[config.mk]
export PLATFORM = sky130hd
export DESIGN_NAME = scheduled_transmit_key_watchdog
export DESIGN_NICKNAME = d
export VERILOG_FILES = /design/src/hw/rtl/stkw_pkg.sv /design/src/hw/rtl/scheduled_transmit_key_watchdog.sv /design/src/hw/rtl/stkw_in_reg.sv /design/src/hw/rtl/stkw_ctrl.sv /design/src/hw/rtl/stkw_out_reg.sv
export VERILOG_INCLUDE_DIRS = /design/src /design/src/hw/rtl
export SDC_FILE = /design/constraint.sdc
export NUM_CORES = 1
export LEC_CHECK = 0
export BUFFER_PORTS_ARGS = -buffer_cell sky130_fd_sc_hd__buf_2
export CORE_MARGIN = 5
export CORE_UTILIZATION = 50
export CTS_CLUSTER_SIZE = 14
export DETAILED_ROUTE_END_ITERATION = 6
export GPL_ROUTABILITY_DRIVEN = 0
export PLACE_DENSITY = 0.73
export SLEW_MARGIN = 20
export SYNTH_ARGS = -nofsm -noshare
export SYNTH_HDL_FRONTEND = slang
export SYNTH_SLANG_ARGS = --single-unit
[constraint.sdc]
create_clock -name aclk -period 9.91 [get_ports aclk]
set_input_delay 0 -clock aclk [delete_from_list [all_inputs] [get_ports aclk]]
set_output_delay 0 -clock aclk [all_outputs]
set_load 0.01 [all_outputs]
[src/hw/rtl/scheduled_transmit_key_watchdog_macros.svh]
// Assertion macros for the transmit key watchdog.
`ifndef SCHEDULED_TRANSMIT_KEY_WATCHDOG_MACROS_SVH
`define SCHEDULED_TRANSMIT_KEY_WATCHDOG_MACROS_SVH

`ifndef ASSERT_OFF

`define STKW_ASSERT_IMPL(label, clk, rst_n, ante, cons) \
    label: assert property (@(posedge clk) disable iff (!(rst_n)) (ante) |-> (cons)) \
        else $error("assertion failed: same-cycle implication");

`define STKW_ASSERT_NEXT(label, clk, rst_n, ante, cons) \
    label: assert property (@(posedge clk) disable iff (!(rst_n)) (ante) |=> (cons)) \
        else $error("assertion failed: next-cycle implication");

`else

`define STKW_ASSERT_IMPL(label, clk, rst_n, ante, cons)
`define STKW_ASSERT_NEXT(label, clk, rst_n, ante, cons)

`endif

`endif

[src/hw/rtl/stkw_pkg.sv]
`default_nettype none

package stkw_pkg;

    localparam int unsigned CLOCK_W = 63;
    localparam int unsigned HOLD_W  = 32;

    localparam logic [HOLD_W-1:0] MAX_HOLD_RESET = 32'd20000;

    // action codes
    localparam logic [3:0] ACT_TICK     = 4'd0;
    localparam logic [3:0] ACT_PING     = 4'd1;
    localparam logic [3:0] ACT_STATUS   = 4'd2;
    localparam logic [3:0] ACT_SHUTDOWN = 4'd3;
    localparam logic [3:0] ACT_RESUME   = 4'd4;
    localparam logic [3:0] ACT_SET_TIME = 4'd5;
    localparam logic [3:0] ACT_KEY_ON   = 4'd6;
    localparam logic [3:0] ACT_KEY_OFF  = 4'd7;
    localparam logic [3:0] ACT_ARM      = 4'd8;

    // reply codes
    localparam logic [2:0] REPLY_NONE    = 3'd0;
    localparam logic [2:0] REPLY_OK      = 3'd1;
    localparam logic [2:0] REPLY_PONG    = 3'd2;
    localparam logic [2:0] REPLY_REFUSED = 3'd3;
    localparam logic [2:0] REPLY_FIRED   = 3'd4;
    localparam logic [2:0] REPLY_TRIP    = 3'd5;
    localparam logic [2:0] REPLY_ARMED   = 3'd6;
    localparam logic [2:0] REPLY_STATUS  = 3'd7;

    typedef struct packed {
        logic [3:0]         action;
        logic [CLOCK_W-1:0] time_value;
        logic               armed_level;
    } in_item_t;

    typedef struct packed {
        logic [2:0]         reply;
        logic               key_level;
        logic               lock_flag;
        logic [CLOCK_W-1:0] clock_now;
    } out_item_t;

endpackage

`default_nettype wire

[src/hw/rtl/scheduled_transmit_key_watchdog.sv]
// Transmit key controller with one armed timed change and a hold watchdog.
// Accepts one item (tick or decoded command) per clock cycle when the result
// side keeps up; each item gives exactly one result, presented on m_valid once
// the item has passed the input register, where it waits while the state
// update runs, and the result register, which captures the outcome when the
// result side can take it. The hold limit max_hold_reg, counted in ticks, is
// written through cfg_wr_en and cfg_wr_data and resets to 20000; the user must
// write it only while no item is in flight, which the block does not enforce.
`default_nettype none
`include "scheduled_transmit_key_watchdog_macros.svh"

module scheduled_transmit_key_watchdog (
    input  wire logic                          aclk,
    input  wire logic                          aresetn,
    input  wire logic                          cfg_wr_en,
    input  wire logic [stkw_pkg::HOLD_W-1:0]   cfg_wr_data,
    input  wire logic                          s_valid,
    output logic                               s_ready,
    input  wire stkw_pkg::in_item_t            s_item,
    output logic                               m_valid,
    input  wire logic                          m_ready,
    output stkw_pkg::out_item_t                m_item
);

    logic                in_valid;
    stkw_pkg::in_item_t  in_item;
    logic                out_can_load;
    logic                advance;
    stkw_pkg::out_item_t result;

    assign advance = in_valid && out_can_load;

    stkw_in_reg u_in_reg (
        .aclk    (aclk),
        .aresetn (aresetn),
        .s_valid (s_valid),
        .s_ready (s_ready),
        .s_item  (s_item),
        .take    (advance),
        .valid   (in_valid),
        .item    (in_item)
    );

    stkw_ctrl u_ctrl (
        .aclk        (aclk),
        .aresetn     (aresetn),
        .cfg_wr_en   (cfg_wr_en),
        .cfg_wr_data (cfg_wr_data),
        .step        (advance),
        .item        (in_item),
        .result      (result)
    );

    stkw_out_reg u_out_reg (
        .aclk     (aclk),
        .aresetn  (aresetn),
        .load     (advance),
        .data     (result),
        .can_load (out_can_load),
        .m_valid  (m_valid),
        .m_ready  (m_ready),
        .m_item   (m_item)
    );

    `STKW_ASSERT_IMPL(a_trip_locks, aclk, aresetn, m_valid && (m_item.reply == stkw_pkg::REPLY_TRIP), !m_item.key_level && m_item.lock_flag)
    `STKW_ASSERT_IMPL(a_refused_locked, aclk, aresetn, m_valid && (m_item.reply == stkw_pkg::REPLY_REFUSED), m_item.lock_flag)
    `STKW_ASSERT_NEXT(a_in_held, aclk, aresetn, in_valid && !advance, in_valid)
    `STKW_ASSERT_NEXT(a_result_lands, aclk, aresetn, advance, m_valid)

endmodule

`default_nettype wire

[src/hw/rtl/stkw_in_reg.sv]
`default_nettype none

module stkw_in_reg (
    input  wire logic             aclk,
    input  wire logic             aresetn,
    input  wire logic             s_valid,
    output logic                  s_ready,
    input  wire stkw_pkg::in_item_t s_item,
    input  wire logic             take,
    output logic                  valid,
    output stkw_pkg::in_item_t    item
);

    logic               valid_reg;
    logic               valid_next;
    stkw_pkg::in_item_t item_reg;

    assign s_ready = !valid_reg || take;

    always_comb begin
        valid_next = valid_reg;
        if (s_valid && s_ready) begin
            valid_next = 1'b1;
        end else if (take) begin
            valid_next = 1'b0;
        end
    end

    always_ff @(posedge aclk) begin
        if (!aresetn) begin
            valid_reg <= 1'b0;
        end else begin
            valid_reg <= valid_next;
        end
    end

    always_ff @(posedge aclk) begin
        if (s_valid && s_ready) begin
            item_reg <= s_item;
        end
    end

    assign valid = valid_reg;
    assign item  = item_reg;

endmodule

`default_nettype wire

[src/hw/rtl/stkw_ctrl.sv]
`default_nettype none

module stkw_ctrl (
    input  wire logic                          aclk,
    input  wire logic                          aresetn,
    input  wire logic                          cfg_wr_en,
    input  wire logic [stkw_pkg::HOLD_W-1:0]   cfg_wr_data,
    input  wire logic                          step,
    input  wire stkw_pkg::in_item_t            item,
    output stkw_pkg::out_item_t                result
);

    logic                          key_reg, key_next;
    logic                          lock_reg, lock_next;
    logic                          pending_reg, pending_next;
    logic                          level_reg, level_next;
    logic [stkw_pkg::CLOCK_W-1:0]  sched_time_reg, sched_time_next;
    logic [stkw_pkg::CLOCK_W-1:0]  clock_reg, clock_next;
    logic [stkw_pkg::HOLD_W-1:0]   hold_reg, hold_next;
    logic [stkw_pkg::HOLD_W-1:0]   max_hold_reg;
    logic [2:0]                    reply;
    logic                          fired;

    always_comb begin
        key_next        = key_reg;
        lock_next       = lock_reg;
        pending_next    = pending_reg;
        level_next      = level_reg;
        sched_time_next = sched_time_reg;
        clock_next      = clock_reg;
        hold_next       = hold_reg;
        reply           = stkw_pkg::REPLY_NONE;
        fired           = 1'b0;

        case (item.action)
            stkw_pkg::ACT_TICK: begin
                clock_next = clock_reg + 63'd1;
                // a due armed change goes first
                if (pending_reg && (clock_next >= sched_time_reg)) begin
                    key_next     = level_reg;
                    hold_next    = '0;
                    pending_next = 1'b0;
                    fired        = 1'b1;
                    reply        = stkw_pkg::REPLY_FIRED;
                end
                if (key_next) begin
                    if (!fired && (hold_reg != '1)) begin
                        hold_next = hold_reg + 32'd1;
                    end
                    if (hold_next >= max_hold_reg) begin
                        key_next     = 1'b0;
                        hold_next    = '0;
                        pending_next = 1'b0;
                        lock_next    = 1'b1;
                        reply        = stkw_pkg::REPLY_TRIP;
                    end
                end
            end
            stkw_pkg::ACT_PING: begin
                reply = stkw_pkg::REPLY_PONG;
            end
            stkw_pkg::ACT_STATUS: begin
                reply = stkw_pkg::REPLY_STATUS;
            end
            stkw_pkg::ACT_SHUTDOWN: begin
                pending_next = 1'b0;
                lock_next    = 1'b1;
                key_next     = 1'b0;
                hold_next    = '0;
                reply        = stkw_pkg::REPLY_OK;
            end
            stkw_pkg::ACT_RESUME: begin
                lock_next = 1'b0;
                key_next  = 1'b0;
                hold_next = '0;
                reply     = stkw_pkg::REPLY_OK;
            end
            stkw_pkg::ACT_SET_TIME: begin
                clock_next = item.time_value;
                reply      = stkw_pkg::REPLY_OK;
            end
            stkw_pkg::ACT_KEY_ON: begin
                if (lock_reg) begin
                    reply = stkw_pkg::REPLY_REFUSED;
                end else begin
                    key_next  = 1'b1;
                    hold_next = '0;
                    reply     = stkw_pkg::REPLY_OK;
                end
            end
            stkw_pkg::ACT_KEY_OFF: begin
                key_next  = 1'b0;
                hold_next = '0;
                reply     = stkw_pkg::REPLY_OK;
            end
            stkw_pkg::ACT_ARM: begin
                sched_time_next = item.time_value;
                level_next      = item.armed_level;
                pending_next    = 1'b1;
                reply           = stkw_pkg::REPLY_ARMED;
            end
            default: begin
                reply = stkw_pkg::REPLY_NONE;
            end
        endcase
    end

    always_ff @(posedge aclk) begin
        if (!aresetn) begin
            key_reg        <= 1'b0;
            lock_reg       <= 1'b0;
            pending_reg    <= 1'b0;
            level_reg      <= 1'b0;
            sched_time_reg <= '0;
            clock_reg      <= '0;
            hold_reg       <= '0;
        end else if (step) begin
            key_reg        <= key_next;
            lock_reg       <= lock_next;
            pending_reg    <= pending_next;
            level_reg      <= level_next;
            sched_time_reg <= sched_time_next;
            clock_reg      <= clock_next;
            hold_reg       <= hold_next;
        end
    end

    always_ff @(posedge aclk) begin
        if (!aresetn) begin
            max_hold_reg <= stkw_pkg::MAX_HOLD_RESET;
        end else if (cfg_wr_en) begin
            max_hold_reg <= cfg_wr_data;
        end
    end

    assign result.reply     = reply;
    assign result.key_level = key_next;
    assign result.lock_flag = lock_next;
    assign result.clock_now = clock_next;

endmodule

`default_nettype wire

[src/hw/rtl/stkw_out_reg.sv]
`default_nettype none

module stkw_out_reg (
    input  wire logic             aclk,
    input  wire logic             aresetn,
    input  wire logic             load,
    input  wire stkw_pkg::out_item_t data,
    output logic                  can_load,
    output logic                  m_valid,
    input  wire logic             m_ready,
    output stkw_pkg::out_item_t   m_item
);

    logic                valid_reg;
    logic                valid_next;
    stkw_pkg::out_item_t item_reg;

    // free when empty or the waiting item leaves this cycle
    assign can_load = !valid_reg || m_ready;

    always_comb begin
        valid_next = valid_reg;
        if (load) begin
            valid_next = 1'b1;
        end else if (m_ready) begin
            valid_next = 1'b0;
        end
    end

    always_ff @(posedge aclk) begin
        if (!aresetn) begin
            valid_reg <= 1'b0;
        end else begin
            valid_reg <= valid_next;
        end
    end

    always_ff @(posedge aclk) begin
        if (load) begin
            item_reg <= data;
        end
    end

    assign m_valid = valid_reg;
    assign m_item  = item_reg;

endmodule

`default_nettype wire

==> results of run 1 <==
-- through the flow --
step | hold WS, ns | cell area (sq um)
final | 0.159 | 21100
after global routing | 0.154 | 21100
after CTS | 0.134 | 21100
after detailed placement | 0.178 | 18800
after global placement | 0.178 | 18800
after floorplan | 0.0989 | 17700
-- final timing paths --
kind	startpoint	end	slack, ns	cells after the start
worst min register to register	u_ctrl.level_reg	u_ctrl.level_reg	0.46	2
worst min-delay path	s_item[16]	u_in_reg.item[16]	0.16	2
worst max register to register	u_ctrl.clock_reg[0]	u_ctrl.hold_reg[11]	1.21	28
worst max-delay path	u_ctrl.clock_reg[0]	u_ctrl.hold_reg[11]	1.21	28
-- metal layers --
metal  track usage [%]  vias up  share of wire [%]
met3              3.93       81                6.9
met5                 0        -                  0
met4              7.27        0                2.3
met1              32.8     7272                 44
met2              39.8      574                 47
li1                  -     7309                  -
-- what timing repair did --
| action | in CTS | in global routing |
|---|---|---|
| hold buffers | 109 | 0 |
| buffers inserted | 0 | 0 |
| hold endpoints to repair | 113 | 0 |
-- synth_stat cells, types with 7 or more instances --
library cell	number	area share, %
nand2_1	279	5.9
dfxtp_1	196	22
nor2_1	140	3.0
edfxtp_1	136	23
inv_1	122	2.6
o21ai_0	102	2.9
ha_1	97	6.9
clkbuf_1	94	2.0
a21boi_0	70	3.0
nand3_1	67	1.9
a21oi_1	60	1.7
xnor2_1	46	2.3
nor2b_1	40	1.4
xor2_1	37	1.8
mux2i_1	33	1.9
and3_1	31	1.1
a221o_1	30	1.7
nand4_1	30	1.1
nor3_1	27	0.76
a31oi_1	23	0.81
a22oi_1	21	0.89
nor3b_1	20	0.85
a21o_1	16	0.68
o211ai_1	15	0.64
and4_1	14	0.69
buf_2	13	0.37
nor4_1	11	0.39
o211a_1	11	0.62
o21ba_2	10	0.57
a22o_1	9	0.45
buf_1	9	0.19
nand2b_1	9	0.32
or3_1	9	0.32
and2_1	8	0.28
o22ai_1	7	0.25
or2_2	7	0.25
-- worst max-delay path: cells and delay by family, from the launching register on --
kind | cells | cell delay, ns
flops | 1 | 0.43
buf+inv | 2 | 0.66
compound gates | 11 | 2.71
fa+ha+maj | 3 | 0.86
simple gates | 12 | 3.92
-- power breakdown --
group | internal, mW | leakage, nW | switching (mW)
Combinational | 0.144 | 4.91 | 0.177
Sequential | 1.49 | 2.91 | 0.0500
Clock | 0.797 | 0.580 | 0.561
Total | 2.43 | 8.41 | 0.789
-- cells in the final DEF, fill, tap and decap left out, drive strengths merged, types with 11 or more instances in the layout --
cell / n
nand2: 280
and3: 31
o21ai: 104
o211a: 11
xnor2: 46
nor4: 14
ha: 97
or3: 11
a21oi: 60
nor3b: 20
o211ai: 15
edfxtp: 136
a22oi: 21
nor2: 141
a31oi: 23
clkinv: 12
a21o: 16
a221o: 30
xor2: 37
and4: 15
nand4: 31
nand3: 67
nor3: 28
dfxtp: 196
a21boi: 71
buf: 186
clkbuf: 52
mux2i: 33
nor2b: 40
dlygate4sd3: 109
inv: 123
-- cell type report --
class,count,area [sq um]
clock buffer,52,1050
clock inverter,17,136
fill,2905,13700
inverter,122,460
multi-input combinational,1357,8780
sequential,332,8010
tap,455,569
timing repair buffer,295,2050
-- cell families after synthesis --
group / share of synthesized area, %
AO/OA/AOI/OAI: 17.0
XOR/XNOR: 4.11
adder cells (fa/ha/maj): 6.87
buffers and inverters: 5.22
flip-flops: 45.3
multiplexers: 1.93
AND/OR/NAND/NOR: 19.6
==> impl_metrics.py, run 1 <==
metrics = {
    "detailed_routing": {
        "first_pass_iters": 6,
        "route.antenna.remaining_nets": 0,
        "routedWlPerCell_microns": 18.4,
        "vias": 15236,
        "drc": 0,
        "first_iter_violations": 1538,
        "vias_per_cell": 5.79,
        "drt_wl_total_mm": 48.3,
    },
    "place": {
        "place_inst": 2452,
        "dp_slack_ns": 1.35,
        "detailedPlacementHpwl_mm": 30.9,
        "port_buffers": 174,
    },
    "logic_synthesis": {
        "synth_async_sr_flop_share_pct": 0,
        "synth-warning-count": 0,
        "ys_types": 78,
        "synth_edf_count": 136,
        "ys_ff_latch": 332,
        "synth_nets": 2131,
        "ys_seq_area_share_pct": 45.3,
        "synth_area_sq_um": 17700,
        "syn_avg_cell_area_sq_um": 9.16,
        "synthCells": 1929,
        "ys.flop_type": "dfxtp_1",
    },
    "global_routing": {
        "grt_max_degree": 115,
        "antenna_found_initial": 0,
        "grt_usage_pct": 24.1,
        "grt-ovfl-total": 0,
        "grt_pass1_vias": 14850,
        "grt_pass1_wl_mm": 77.4,
    },
    "power_and_ir_drop": {
        "vdd.ir_drop.worst_uv": 146,
        "cellLeakagePower_nw": 8.41,
        "power-per-cell-area_nw_per_um2": 153,
        "finalPower_mw": 3.22,
    },
    "worst_setup_path": {
        "worstSetupStartpointType": "flip-flop",
        "path_class": "flip-flop to flip-flop",
        "worst_ep_arrival_time_ns": 9.16,
        "slowest_stage": "nor4_4",
        "cpPeakStageDelay_ns": 0.60,
        "end_kind": "flip-flop",
        "required_ns": 10.36,
        "cp_max_fo": 32,
    },
    "final_layout": {
        "finalNetCount": 2348,
        "instances_no_fill": 2630,
        "synthToLayoutAreaGrowth_pct": 19.2,
        "final_core_util_pct": 60.7,
        "drive_above_1_share_pct": 12.9,
        "antenna_cells": 0,
    },
    "sta": {
        "max_slew.worst_pin.slew_ns": 1.06,
        "setup_viol": 0,
        "period_share_pct": 87.8,
        "rsz0062_at_grt": "no",
        "drv_slew": 0,
        "fin_setup_tns_ns": 0,
        "fmax_mhz": 115,
        "fin_skew_ns": 0.0238,
        "hold_viol_final": 0,
        "max_slew_margin_pct": 29.4,
        "period_minus_slack_ns": 8.70,
        "worst_slack_ns": 1.21,
    },
    "outcome": {
        "status": "finished clean",
    },
    "clock_tree": {
        "cts_tree": "done",
        "cts_buffer_depth": 3,
        "cts_sinks": 332,
        "htree_levels": 2,
        "cts_buffers": 38,
        "cts_resized": 0,
        "clkTransAtPathRegs_ns": 0.06,
        "clock_latency_ns": 0.55,
        "root_buffer": "clkbuf_16",
    },
    "job": {
        "maxCapViolations": 0,
    },
    "floorplanning": {
        "die_area_sq_um": 39200,
        "dieWidth_microns": 198,
        "die_h_microns": 198,
        "num_io_pins": 175,
        "rows": 68,
        "start_util_pct": 50.9,
        "coreArea_sq_um": 34700,
    },
    "worst_hold_path": {
        "min_path_type": "input pin to flip-flop",
    },
}
No activity file was read; power rests on OpenSTA's default activity.
==> inputs of run 2 (changes only) <==
--- a/config.mk
+++ b/config.mk
@@ -7,8 +7,10 @@
 export NUM_CORES = 1
 export LEC_CHECK = 0
 export BUFFER_PORTS_ARGS = -buffer_cell sky130_fd_sc_hd__buf_2
+export CAP_MARGIN = 20
 export CORE_MARGIN = 5
 export CORE_UTILIZATION = 50
+export CTS_BUF_LIST = sky130_fd_sc_hd__clkbuf_4
 export CTS_CLUSTER_SIZE = 14
 export DETAILED_ROUTE_END_ITERATION = 6
 export GPL_ROUTABILITY_DRIVEN = 0
==> run 2 against run 1 <==
  * Non-clock buffer count increased by 121
  * Clock skew increased by 0.033 ns
  * Largest cell class unchanged
  * Critical path depth unchanged
  * Die area unchanged
  * Register-to-register slack improved by 0.02 ns
==> impl_metrics.py, run 2 (synthesized netlist as in run 1, its figures left out) <==
metrics = {
    "global_routing": {
        "grt_max_degree": 115,
        "antenna_found_initial": 3,
        "grt_usage_pct": 26.1,
        "grt_pass1_wl_mm": 83.6,
        "grt_pass1_vias": 16216,
        "grt-ovfl-total": 0,
    },
    "clock_tree": {
        "clock_latency_ns": 0.76,
        "htree_levels": 3,
        "cts-hold-fix-buffers": 230,
        "cts_buffer_depth": 3,
        "root_buffer": "clkbuf_4",
        "postCtsSetupRepairBufs": 0,
        "cts_sinks": 332,
        "clkTransAtPathRegs_ns": 0.07,
        "cts_resized": 0,
        "cts_tree": "done",
        "cts_buffers": 89,
    },
    "sta": {
        "drv_slew": 0,
        "fin_setup_tns_ns": 0,
        "fin_skew_ns": 0.0573,
        "worst_slack_ns": 1.23,
        "fmax_mhz": 115,
        "period_share_pct": 87.6,
        "timing.hold.ws_ns": 0.0808,
        "rsz0062_at_grt": "no",
        "hold_viol_final": 0,
        "period_minus_slack_ns": 8.68,
        "max_slew.worst_pin.slew_ns": 1.07,
        "max_slew_margin_pct": 28.9,
        "setup_viol": 0,
    },
    "floorplanning": {
        "num_io_pins": 175,
        "start_util_pct": 50.9,
        "dieWidth_microns": 198,
        "die_area_sq_um": 39200,
        "rows": 68,
        "coreArea_sq_um": 34700,
        "die_h_microns": 198,
    },
    "final_layout": {
        "drive_above_1_share_pct": 15.8,
        "stdcell_area_sq_um": 22400,
        "final_cell_mix": "nand2_1 (279), dlygate4sd3_1 (230), dfxtp_1 (196)",
        "finalNetCount": 2520,
        "mostFrequentLayoutCell": "nand2_1",
        "synthToLayoutAreaGrowth_pct": 26.6,
    },
    "detailed_routing": {
        "route.antenna.remaining_nets": 0,
        "drc": 0,
        "routedWlPerCell_microns": 18.2,
        "first_pass_iters": 6,
        "vias": 16260,
        "drt_wl_total_mm": 51.9,
        "first_iter_violations": 1496,
        "vias_per_cell": 5.70,
    },
    "place": {
        "dp_slack_ns": 1.35,
        "placed_cell_area_sq_um": 18800,
        "detailedPlacementHpwl_mm": 30.9,
        "port_buffers": 174,
    },
    "worst_hold_path": {
        "worstHoldEndpoint": "u_in_reg.item[63]",
        "min_path_type": "input pin to flip-flop",
        "hp-start": "s_item[63]",
        "hold_depth": 2,
    },
    "worst_setup_path": {
        "required_ns": 10.57,
        "worstSetupStartpointType": "flip-flop",
        "path_class": "flip-flop to flip-flop",
        "worst_ep_arrival_time_ns": 9.34,
        "rrSetupSlack_ns": 1.23,
        "r2r_cells": 28,
        "cp_max_fo": 32,
        "cpPeakStageDelay_ns": 0.61,
        "cpLargestDelayFamily": "simple AND/OR/NAND/NOR gates",
        "r2r_end": "u_ctrl.hold_reg[11]",
        "slowest_stage": "nor4_4",
        "end_kind": "flip-flop",
        "r2r_start": "u_ctrl.clock_reg[0]",
        "cp.buffers_inverters": 2,
    },
    "power_and_ir_drop": {
        "vdd.ir_drop.worst_uv": 110,
        "cellLeakagePower_nw": 9.08,
        "power-per-cell-area_nw_per_um2": 145,
    },
    "job": {
        "maxCapViolations": 0,
    },
    "outcome": {
        "status": "finished clean",
    },
}
run 2: cell types whose count changed in the layout (fill, tap and decap cells not counted):
cell           delta
clkinv_1          +9
bufinv_16         +2
clkinv_2          -6
clkbuf_8          -3
clkbuf_1         -10
inv_6             -1
inv_2             +1
clkbuf_16        -39
clkbuf_4        +146
clkinvlp_4        -2
dlygate4sd3_1   +121
diode_2           +4
run 2: final cells by class:
cell class | count | area [sq um]
inverters | 122 | 460
fillers | 2801 | 12300
flip-flops and latches | 332 | 8010
clock buffers | 146 | 1100
repair buffers | 416 | 3270
multi-input cells | 1357 | 8780
clock inverters | 20 | 180
well taps | 455 | 569
diodes | 4 | 10.0
run 2: metal layers:
metal	wire (microns)	GRT usage, %
met5	0	0
met4	1840	10.6
met3	3770	5.04
met2	24400	42.3
met1	21900	34.4
run 2: how the worst max path moves through the flow:
stage / startpoint / to / slack [ns] / depth (start not counted)
after global routing: u_ctrl.clock_reg[0] / u_ctrl.hold_reg[11] / 0.60 / 28
final: u_ctrl.clock_reg[0] / u_ctrl.hold_reg[11] / 1.23 / 28
after global placement: u_ctrl.clock_reg[0] / u_ctrl.hold_reg[26] / 1.77 / 27
after CTS: u_ctrl.clock_reg[0] / u_ctrl.hold_reg[11] / 1.34 / 28
after detailed placement: u_ctrl.clock_reg[0] / u_ctrl.hold_reg[29] / 1.35 / 26
after floorplan: u_ctrl.clock_reg[0] / u_ctrl.hold_reg[8] / 2.78 / 30
run 2: power breakdown:
part | internal [mW] | switching [mW]
combinational | 0.180 | 0.189
sequential | 1.49 | 0.0509
clock | 0.767 | 0.582
run 2: metrics by stage:
stage	util, %	instances	total power, mW
2_1_floorplan	-	1929	1.74
3_3_place_gp	54.1	2452	1.84
3_5_place_dp	54.1	2452	1.85
4_1_cts	64.4	2848	3.28
5_1_grt	64.4	2850	3.41
6_report	64.4	2852	3.25
